===== src/sv/ldq_pkg.sv =====
// Package for the launch detect qualifier: word types, status codes and
// register indexes. No dependencies.
package ldq_pkg;

	localparam int CFG_IDX_W  = 3;
	localparam int CFG_DATA_W = 16;

	localparam logic [CFG_IDX_W-1:0] REG_MIN_ACCEL    = 3'd0;
	localparam logic [CFG_IDX_W-1:0] REG_SHAKE_COUNT  = 3'd1;
	localparam logic [CFG_IDX_W-1:0] REG_DELAY_TENTHS = 3'd2;
	localparam logic [CFG_IDX_W-1:0] REG_MIN_SPEED    = 3'd3;
	localparam logic [CFG_IDX_W-1:0] REG_ATT_CHECK    = 3'd4;

	localparam logic [3:0] ST_DISARMED = 4'd0;
	localparam logic [3:0] ST_GAP      = 4'd1;
	localparam logic [3:0] ST_RUDDER   = 4'd2;
	localparam logic [3:0] ST_NO_FIX   = 4'd3;
	localparam logic [3:0] ST_NO_ACCEL = 4'd4;
	localparam logic [3:0] ST_TIMING   = 4'd5;
	localparam logic [3:0] ST_TIMEOUT  = 4'd6;
	localparam logic [3:0] ST_BAD_ATT  = 4'd7;
	localparam logic [3:0] ST_LAUNCHED = 4'd8;

	localparam logic [31:0] GAP_MS      = 32'd200;
	localparam logic [31:0] SHAKE_WIN_MS = 32'd500;
	localparam logic [31:0] WAIT_SLACK_MS = 32'd100;
	localparam logic signed [15:0] PITCH_LO = -16'sd3000;
	localparam logic signed [15:0] PITCH_HI = 16'sd4500;
	localparam logic signed [15:0] ROLL_LIM = 16'sd3000;
	localparam logic [7:0]  DELAY_CLAMP = 8'd127;
	localparam logic [13:0] WAIT_MAX_MS = 14'd12700;

	typedef struct packed {
		logic [31:0]        now_ms;
		logic               armed;
		logic               rudder_armed;
		logic               rudder_neutral_seen;
		logic               gps_3d_fix;
		logic signed [15:0] fwd_accel;
		logic signed [15:0] pitch_cdeg;
		logic signed [15:0] roll_cdeg;
		logic [15:0]        gnd_speed;
		logic               inverted_flight;
	} chk_t;

	typedef struct packed {
		logic       launch;
		logic       rudder_wait;
		logic [3:0] status;
	} res_t;

endpackage


===== src/sv/ldq_chk_if.sv =====
// Check channel of the launch detect qualifier: valid/ready plus a check word.
// Depends on ldq_pkg.
interface ldq_chk_if;
	logic          valid;
	logic          ready;
	ldq_pkg::chk_t data;

	modport source(output valid, output data, input ready);
	modport sink(input valid, input data, output ready);
endinterface


===== src/sv/ldq_res_if.sv =====
// Result channel of the launch detect qualifier: valid/ready plus a result word.
// Depends on ldq_pkg.
interface ldq_res_if;
	logic          valid;
	logic          ready;
	ldq_pkg::res_t data;

	modport source(output valid, output data, input ready);
	modport sink(input valid, input data, output ready);
endinterface


===== src/sv/launch_detect_qualifier.sv =====
// Launch detect qualifier top level.
// Depends on ldq_pkg, ldq_chk_if and ldq_res_if.
//
// Usage:
//   chk carries one check word per tick (time, arm/rudder/fix flags, forward
//   accel, attitude, ground speed). res returns exactly one word per check:
//   launch flag, rudder wait flag and a status code.
//   Settings are written through wr_en/wr_idx/wr_data while no check is in
//   flight; unknown indexes are dropped.
//   Flow: an accepted check is registered in the input register, evaluated
//   against the qualifier state and loaded into the result register for res.
//   Throughput: one check per cycle while res is taken. The qualifier state is updated at the
//   same edge that loads the result register, so the following check already
//   sees it; the evaluation is comparisons and 32-bit wrapping subtracts.
//   Stall: when res is not taken, the result register holds; the input
//   register still takes one more check if it is empty, then chk.ready drops
//   until the result drains.
//   Reset (arst_n low): all qualifier state clears, settings return to their
//   defaults (attitude check on, others zero), both channels empty.
module launch_detect_qualifier (
	input  logic                                   clk,
	input  logic                                   arst_n,
	input  logic                                   wr_en,
	input  logic [ldq_pkg::CFG_IDX_W-1:0]          wr_idx,
	input  logic [ldq_pkg::CFG_DATA_W-1:0]         wr_data,
	ldq_chk_if.sink                                chk,
	ldq_res_if.source                              res
);

	// settings
	logic [14:0] min_accel_q;
	logic [6:0]  shake_count_q;
	logic [13:0] wait_ms_q;
	logic [15:0] min_speed_q;
	logic        att_check_q;

	// qualifier state
	logic [31:0] last_check_q;
	logic        timer_run_q;
	logic [31:0] timer_start_q;
	logic [7:0]  shake_q;
	logic [31:0] last_shake_q;
	logic        wait_rudder_q;

	// pipeline
	logic          vld_s1;
	ldq_pkg::chk_t chk_s1;
	logic          res_vld_q;
	ldq_pkg::res_t res_q;
	logic          adv_s1;

	// next values
	logic [31:0] nx_last_check;
	logic        nx_timer_run;
	logic [31:0] nx_timer_start;
	logic [7:0]  nx_shake;
	logic [31:0] nx_last_shake;
	logic        nx_wait_rudder;
	logic [3:0]  nx_status;

	logic [13:0] delay_ms;

	assign adv_s1    = vld_s1 && (!res_vld_q || res.ready);
	assign chk.ready = !vld_s1 || adv_s1;
	assign res.valid = res_vld_q;
	assign res.data  = res_q;

	// wait = min(tenths * 100, 12700), worked out once at write time
	assign delay_ms = (wr_data[7:0] >= ldq_pkg::DELAY_CLAMP) ? ldq_pkg::WAIT_MAX_MS :
		14'(wr_data[7:0] * 14'd100);

	always_ff @(posedge clk or negedge arst_n) begin
		if (!arst_n) begin
			min_accel_q   <= '0;
			shake_count_q <= '0;
			wait_ms_q     <= '0;
			min_speed_q   <= '0;
			att_check_q   <= 1'b1;
		end else if (wr_en) begin
			case (wr_idx)
				ldq_pkg::REG_MIN_ACCEL:    min_accel_q   <= wr_data[14:0];
				ldq_pkg::REG_SHAKE_COUNT:  shake_count_q <= wr_data[6:0];
				ldq_pkg::REG_DELAY_TENTHS: wait_ms_q     <= delay_ms;
				ldq_pkg::REG_MIN_SPEED:    min_speed_q   <= wr_data[15:0];
				ldq_pkg::REG_ATT_CHECK:    att_check_q   <= wr_data[0];
				default: ;
			endcase
		end
	end

	always_comb begin
		logic signed [16:0] accel;
		logic signed [16:0] thr;
		logic [31:0]        start;
		logic [31:0]        elapsed;
		logic               got;
		logic               fail;
		logic               bad_att;

		accel   = {chk_s1.fwd_accel[15], chk_s1.fwd_accel};
		thr     = $signed({2'b00, min_accel_q});
		start   = timer_run_q ? timer_start_q : chk_s1.now_ms;
		elapsed = chk_s1.now_ms - start;
		got     = 1'b0;
		fail    = 1'b0;
		bad_att = 1'b0;

		nx_last_check  = last_check_q;
		nx_timer_run   = timer_run_q;
		nx_timer_start = timer_start_q;
		nx_shake       = shake_q;
		nx_last_shake  = last_shake_q;
		nx_wait_rudder = wait_rudder_q;
		nx_status      = ldq_pkg::ST_TIMING;

		if (!chk_s1.armed || (last_check_q != 32'd0 &&
				(chk_s1.now_ms - last_check_q) > ldq_pkg::GAP_MS)) begin
			nx_last_check  = '0;
			nx_timer_run   = 1'b0;
			nx_timer_start = '0;
			nx_shake       = '0;
			nx_last_shake  = '0;
			nx_wait_rudder = 1'b0;
			nx_status      = chk_s1.armed ? ldq_pkg::ST_GAP : ldq_pkg::ST_DISARMED;
		end else begin
			nx_last_check = chk_s1.now_ms;
			if (chk_s1.rudder_armed && !chk_s1.rudder_neutral_seen) begin
				nx_wait_rudder = 1'b1;
				nx_status      = ldq_pkg::ST_RUDDER;
			end else begin
				nx_wait_rudder = 1'b0;
				if (!chk_s1.gps_3d_fix) begin
					nx_status = ldq_pkg::ST_NO_FIX;
				end else begin
					if (!timer_run_q && min_accel_q != 15'd0) begin
						if (shake_count_q <= 7'd1) begin
							fail = accel < thr;
						end else begin
							if ((chk_s1.now_ms - last_shake_q) > ldq_pkg::SHAKE_WIN_MS)
								nx_shake = '0;
							// odd count wants a negative swing, even a positive one
							got = nx_shake[0] ? (accel < -thr) : (accel > thr);
							if (got) begin
								if (nx_shake != 8'hFF)
									nx_shake = nx_shake + 8'd1;
								nx_last_shake = chk_s1.now_ms;
							end
							fail = nx_shake < {1'b0, shake_count_q};
						end
					end
					bad_att = att_check_q && (chk_s1.pitch_cdeg <= ldq_pkg::PITCH_LO ||
						chk_s1.pitch_cdeg >= ldq_pkg::PITCH_HI ||
						(!chk_s1.inverted_flight && (chk_s1.roll_cdeg > ldq_pkg::ROLL_LIM ||
						chk_s1.roll_cdeg < -ldq_pkg::ROLL_LIM)));
					nx_timer_run   = 1'b0;
					nx_timer_start = '0;
					if (fail) begin
						nx_status = ldq_pkg::ST_NO_ACCEL;
					end else if (elapsed > {18'd0, wait_ms_q} + ldq_pkg::WAIT_SLACK_MS) begin
						nx_status = ldq_pkg::ST_TIMEOUT;
					end else if (bad_att) begin
						nx_shake  = '0;
						nx_status = ldq_pkg::ST_BAD_ATT;
					end else if ((chk_s1.gnd_speed > min_speed_q || min_speed_q == 16'd0) &&
							elapsed >= {18'd0, wait_ms_q}) begin
						nx_status = ldq_pkg::ST_LAUNCHED;
					end else begin
						nx_timer_run   = 1'b1;
						nx_timer_start = start;
						nx_status      = ldq_pkg::ST_TIMING;
					end
				end
			end
		end
	end

	always_ff @(posedge clk or negedge arst_n) begin
		if (!arst_n) begin
			vld_s1        <= 1'b0;
			res_vld_q     <= 1'b0;
			last_check_q  <= '0;
			timer_run_q   <= 1'b0;
			timer_start_q <= '0;
			shake_q       <= '0;
			last_shake_q  <= '0;
			wait_rudder_q <= 1'b0;
		end else begin
			if (chk.ready)
				vld_s1 <= chk.valid;
			if (adv_s1)
				res_vld_q <= 1'b1;
			else if (res.ready)
				res_vld_q <= 1'b0;
			if (adv_s1) begin
				last_check_q  <= nx_last_check;
				timer_run_q   <= nx_timer_run;
				timer_start_q <= nx_timer_start;
				shake_q       <= nx_shake;
				last_shake_q  <= nx_last_shake;
				wait_rudder_q <= nx_wait_rudder;
			end
		end
	end

	always_ff @(posedge clk) begin
		if (chk.valid && chk.ready)
			chk_s1 <= chk.data;
		if (adv_s1) begin
			res_q.launch      <= (nx_status == ldq_pkg::ST_LAUNCHED);
			res_q.rudder_wait <= nx_wait_rudder;
			res_q.status      <= nx_status;
		end
	end

	a_no_overrun: assert property (@(posedge clk) disable iff (!arst_n)
		chk.valid && chk.ready |-> !vld_s1 || adv_s1)
		else $error("input register overwritten before it advanced");

	a_launch_stops_timer: assert property (@(posedge clk) disable iff (!arst_n)
		adv_s1 && nx_status == ldq_pkg::ST_LAUNCHED |=> !timer_run_q && timer_start_q == 32'd0)
		else $error("timer still running after launch");

	a_disarm_clears: assert property (@(posedge clk) disable iff (!arst_n)
		adv_s1 && !chk_s1.armed |=> last_check_q == 32'd0 && shake_q == 8'd0 && !wait_rudder_q)
		else $error("state not cleared on disarm");

	a_timing_runs: assert property (@(posedge clk) disable iff (!arst_n)
		adv_s1 && nx_status == ldq_pkg::ST_TIMING |=> timer_run_q)
		else $error("timing status without running timer");

endmodule


===== src/flat_wrapper.sv =====
// flat-port wrapper written by rule: the top's interface ports become plain ports
module launch_detect_qualifier_flat 
  (clk, arst_n, wr_en, wr_idx, wr_data, chk_valid, chk_data, chk_ready, res_valid, res_data, res_ready);
  ldq_chk_if chk_i ();
  ldq_res_if res_i ();
  input  logic clk;
  input  logic arst_n;
  input  logic wr_en;
  input  logic [ldq_pkg::CFG_IDX_W-1:0] wr_idx;
  input  logic [ldq_pkg::CFG_DATA_W-1:0] wr_data;
  input wire logic [$bits(chk_i.valid)-1:0] chk_valid;
  input wire logic [$bits(chk_i.data)-1:0] chk_data;
  output wire logic [$bits(chk_i.ready)-1:0] chk_ready;
  output wire logic [$bits(res_i.valid)-1:0] res_valid;
  output wire logic [$bits(res_i.data)-1:0] res_data;
  input wire logic [$bits(res_i.ready)-1:0] res_ready;
  assign chk_i.valid = chk_valid;
  assign chk_i.data = chk_data;
  assign chk_ready = chk_i.ready;
  assign res_valid = res_i.valid;
  assign res_data = res_i.data;
  assign res_i.ready = res_ready;
  launch_detect_qualifier u_core (.clk(clk), .arst_n(arst_n), .wr_en(wr_en), .wr_idx(wr_idx), .wr_data(wr_data), .chk(chk_i), .res(res_i));
endmodule

===== config.mk =====
export PLATFORM = sky130hd
export DESIGN_NAME = launch_detect_qualifier_flat
export DESIGN_NICKNAME = d
export VERILOG_FILES = /design/src/sv/ldq_pkg.sv /design/src/sv/ldq_chk_if.sv /design/src/sv/ldq_res_if.sv /design/src/sv/launch_detect_qualifier.sv /design/src/flat_wrapper.sv
export SDC_FILE = /design/constraint.sdc
export NUM_CORES = 1
export LEC_CHECK = 0
export ABC_AREA = 1
export CORE_UTILIZATION = 66
export DETAILED_ROUTE_END_ITERATION = 10
export DONT_BUFFER_PORTS = 1
export PLACE_DENSITY = 0.82
export SLEW_MARGIN = 20
export SYNTH_ARGS = -nofsm -noshare
export SYNTH_HDL_FRONTEND = slang
export SYNTH_SLANG_ARGS = --single-unit

===== constraint.sdc =====
create_clock -name clk -period 5.2 [get_ports clk]
set_input_delay 0.78 -clock clk [delete_from_list [all_inputs] [get_ports clk]]
set_output_delay 0.78 -clock clk [all_outputs]
set_load 0.1 [all_outputs]

==> impl_metrics.ini <==
[global_routing]
use_met1_pct = 46.5
grt_pass1_wl_um = 89900
grtUsageTotal_pct = 36.6
grt_antenna_before_repair = 3
grt_pass1_vias = 17750
grt.overflow.total = 0
grt_util_met3_pct = 5.21
busiest_layer = met2
grt_max_degree = 158
use_met2_pct = 62.5

[synth]
synth_area_leaders = dfrtp_1, edfxtp_1, nand2_1, ha_1, inv_1
synth_edf_count = 107
synthArstFlopShare_pct = 59.6
synthCells = 2677
yosysTopAreaCell = dfrtp_1
synth_top_area_share_pct = 19.5
synth-seq-cells = 265
seq_area_frac_synth_pct = 35.6
syn_area_per_cell_um2 = 7.51
syn_nets = 3009
syn_area_um2 = 20100
synth_ff_type = dfrtp_1
ys_warn_count = 0
ys_types = 67

[pwr]
pwr_density_cell_nw_per_um2 = 352
p_leak_nw = 10.9
vdd_drop_max_mv = 0.284
total_power_mw = 8.03

[finish]
nNetsFinal = 3073
fin_area_um2 = 22800
fin_cells = 3156
syn_to_final_growth_pct = 13.4
fin_util_pct = 76.6
drive_gt1_share_pct = 11.2

[sta]
worst_pin_slew_ps = 1200
rsz0062_at_grt = yes
period_share_pct = 98.0
fin_crit_ps = 5090
slew_viol_final = 0
timing.slew.headroom_pct = 19.4
whs_ps = 74.6
fin_skew_ps = 13.8
setup_slack_ps = 106
timing.fmax_ghz = 0.196
setup_tns_ps = 0
hold_viol_final = 0
setup_violations = 0

[placement]
pre_cts_slack_ps = 18.0
gp_congestion = 1.05
placed_cells = 3072
dp.final_hpwl_um = 43700
portBuffers = 0
place_area_um2 = 20800

[critical_path]
worstPathArrival_ps = 5520
critPathRequiredTime_ps = 5630
cp_slowest_cell = dfrtp_1
r2r-start = u_core.min_accel_q[1]$_DFFE_PN0P_
crit_type = reg -> reg
slowest_delay_ps = 400
cpMostUsedCell = nand2_1
path_max_fanout = 8
crit_start = u_core.min_accel_q[1]$_DFFE_PN0P_
startpoint_type = flip-flop
worstSetupEndpointType = flip-flop

[floorplan]
chipWidth_um = 177
dieArea_um2 = 31200
row_count = 63
coreArea_um2 = 29800
initial_core_util_pct = 67.5
io_pins = 133
die_h_um = 177

[clock_network]
cts_tree = done
clock_sinks = 265
clk_latency_ps = 560
clk_path_buf_depth = 3
root_buffer = clkbuf_16
htreeDepth = 1
numCtsBuffers = 29
clkTransAtPathRegs_ps = 60

[drt]
routed_wirelength_um = 59100
num_vias = 18935
firstDrtPassIters = 6
viasPerCell = 6.00
remaining_drc_errors = 0
drtIter0Drc = 1373
drtAntennaViolNets = 0
wl_per_cell_um = 18.7

[flow_run]
maxCapViolCount = 0

[worst_hold_path]
worstHoldPathType = in -> async

[outcome]
status = finished clean
-- what timing repair did --
item                                    in CTS  in global routing
setup buffers                                1                 22
hold buffers                                 1                  0
hold endpoints to repair                   157                  0
endpoints found under the setup margin      11                 46
pin swaps                                    1                 42
resized for setup                            3                146
cloned                                       0                  4
-- cells by family (layout without fill, tap and decap cells) --
family	Yosys count	count (layout)	synth area share [%]
DFF	265	265	35.6
other	0	3	0
buffers and inverters	457	542	9.02
and+or+nand+nor	1229	1230	26.2
xor gates and xnor gates	88	88	3.83
AOI/OAI and AO/OA	431	431	12.2
adders and majority gates	207	207	13.1
-- placed cells by master (no fill, tap or decap), types with 8 or more instances in the layout --
master | synthesis | routed
buf_4 | 2 | 76
inv_2 | 3 | 10
nor2_1 | 242 | 222
nor2_2 | 3 | 18
o21ai_1 | 48 | 45
ha_1 | 201 | 175
dfrtp_1 | 157 | 157
edfxtp_1 | 107 | 107
clkbuf_16 | 0 | 31
o21bai_1 | 8 | 8
a21oi_2 | 1 | 11
nor4_1 | 22 | 22
nand2_1 | 673 | 647
xnor2_1 | 27 | 26
xor2_1 | 61 | 60
nand3_2 | 1 | 17
inv_1 | 400 | 392
nand2_2 | 8 | 30
o21ai_0 | 158 | 157
nand4_1 | 44 | 44
a21oi_1 | 133 | 123
o21ai_2 | 19 | 23
nand2_4 | 4 | 8
nor3_1 | 31 | 25
nand3b_1 | 40 | 40
nand3_1 | 145 | 125
ha_4 | 0 | 23
-- layer usage --
layer | share of wire, % | vias up
met5 | 0 | -
met4 | 4.3 | 0
met3 | 8.2 | 160
met2 | 48 | 849
met1 | 39 | 8942
li1 | - | 8984
-- power breakdown --
| part | total [mW] | internal (mW) | switching, mW |
|---|---|---|---|
| Sequential | 2.68 | 2.41 | 0.269 |
| Combinational | 3.09 | 1.08 | 2.01 |
| Clock | 2.26 | 1.37 | 0.889 |
-- synth_stat cells, types with 4 or more instances --
library cell	instances
nor3_1	31
nor4_1	22
or2_2	4
nand3b_1	40
inv_1	400
nand2_1	673
a21oi_1	133
nand2_4	4
o21ai_0	158
a21o_1	7
nand4_1	44
o211ai_1	7
buf_2	11
edfxtp_1	107
clkbuf_1	26
o21bai_1	8
nor2_1	242
o21ai_1	48
a31oi_1	6
ha_1	201
fa_1	6
o21a_1	7
o31ai_1	4
nand3_1	145
a22oi_1	4
xor2_1	61
o21ai_2	19
nand2_2	8
dfrtp_1	157
buf_6	10
o22ai_1	5
xnor2_1	27
-- critical path, delay by kind of cell (launching register included) --
kind | cells | cell delay (ps)
and+or+nand+nor | 21 | 2220
adders and majority gates | 3 | 770
xor gates and xnor gates | 3 | 580
buffers and inverters | 5 | 570
DFF | 1 | 400
AOI/OAI and AO/OA | 4 | 400
-- final cells by class --
type / instances / area [um2]
sequential: 265 / 7170
tap: 390 / 488
antenna: 3 / 7.51
timing repair buffer: 84 / 739
multi-input combinational: 1956 / 11900
clock inverter: 20 / 289
fill: 2198 / 6980
clock buffer: 33 / 741
inverter: 405 / 1530
-- registers in the layout, indices dropped and copies added, names as in the netlist --
signal                count
u_core.att_check_q        1
u_core.chk_s1           101
u_core.last_check_q      32
u_core.last_shake_q      32
u_core.min_accel_q       15
u_core.min_speed_q       16
u_core.res.data           6
u_core.res.valid          1
u_core.shake_count_q      7
u_core.shake_q            8
u_core.timer_run_q        1
u_core.timer_start_q     32
u_core.vld_s1             1
u_core.wait_ms_q         12
-- worst paths after layout --
| path | end | slack [ps] | cells past startpoint |
|---|---|---|---|
| worst max-delay path | u_core.timer_start_q[2]$_DFFE_PN0P_ | 110 | 36 |
| worst min-delay path | u_core.att_check_q$_DFFE_PN1P_ | 70 | 0 |
| worst max register to register | u_core.timer_start_q[2]$_DFFE_PN0P_ | 110 | 36 |
| worst min register to register | u_core.timer_start_q[26]$_DFFE_PN0P_ | 480 | 2 |
| max in group asynchronous | u_core.shake_count_q[6]$_DFFE_PN0P_ | 4320 | 1 |
| min in group clk | u_core.chk_s1[67]$_DFFE_PP_ | 310 | 0 |
Note: power is estimated with default switching activity, not from simulation.
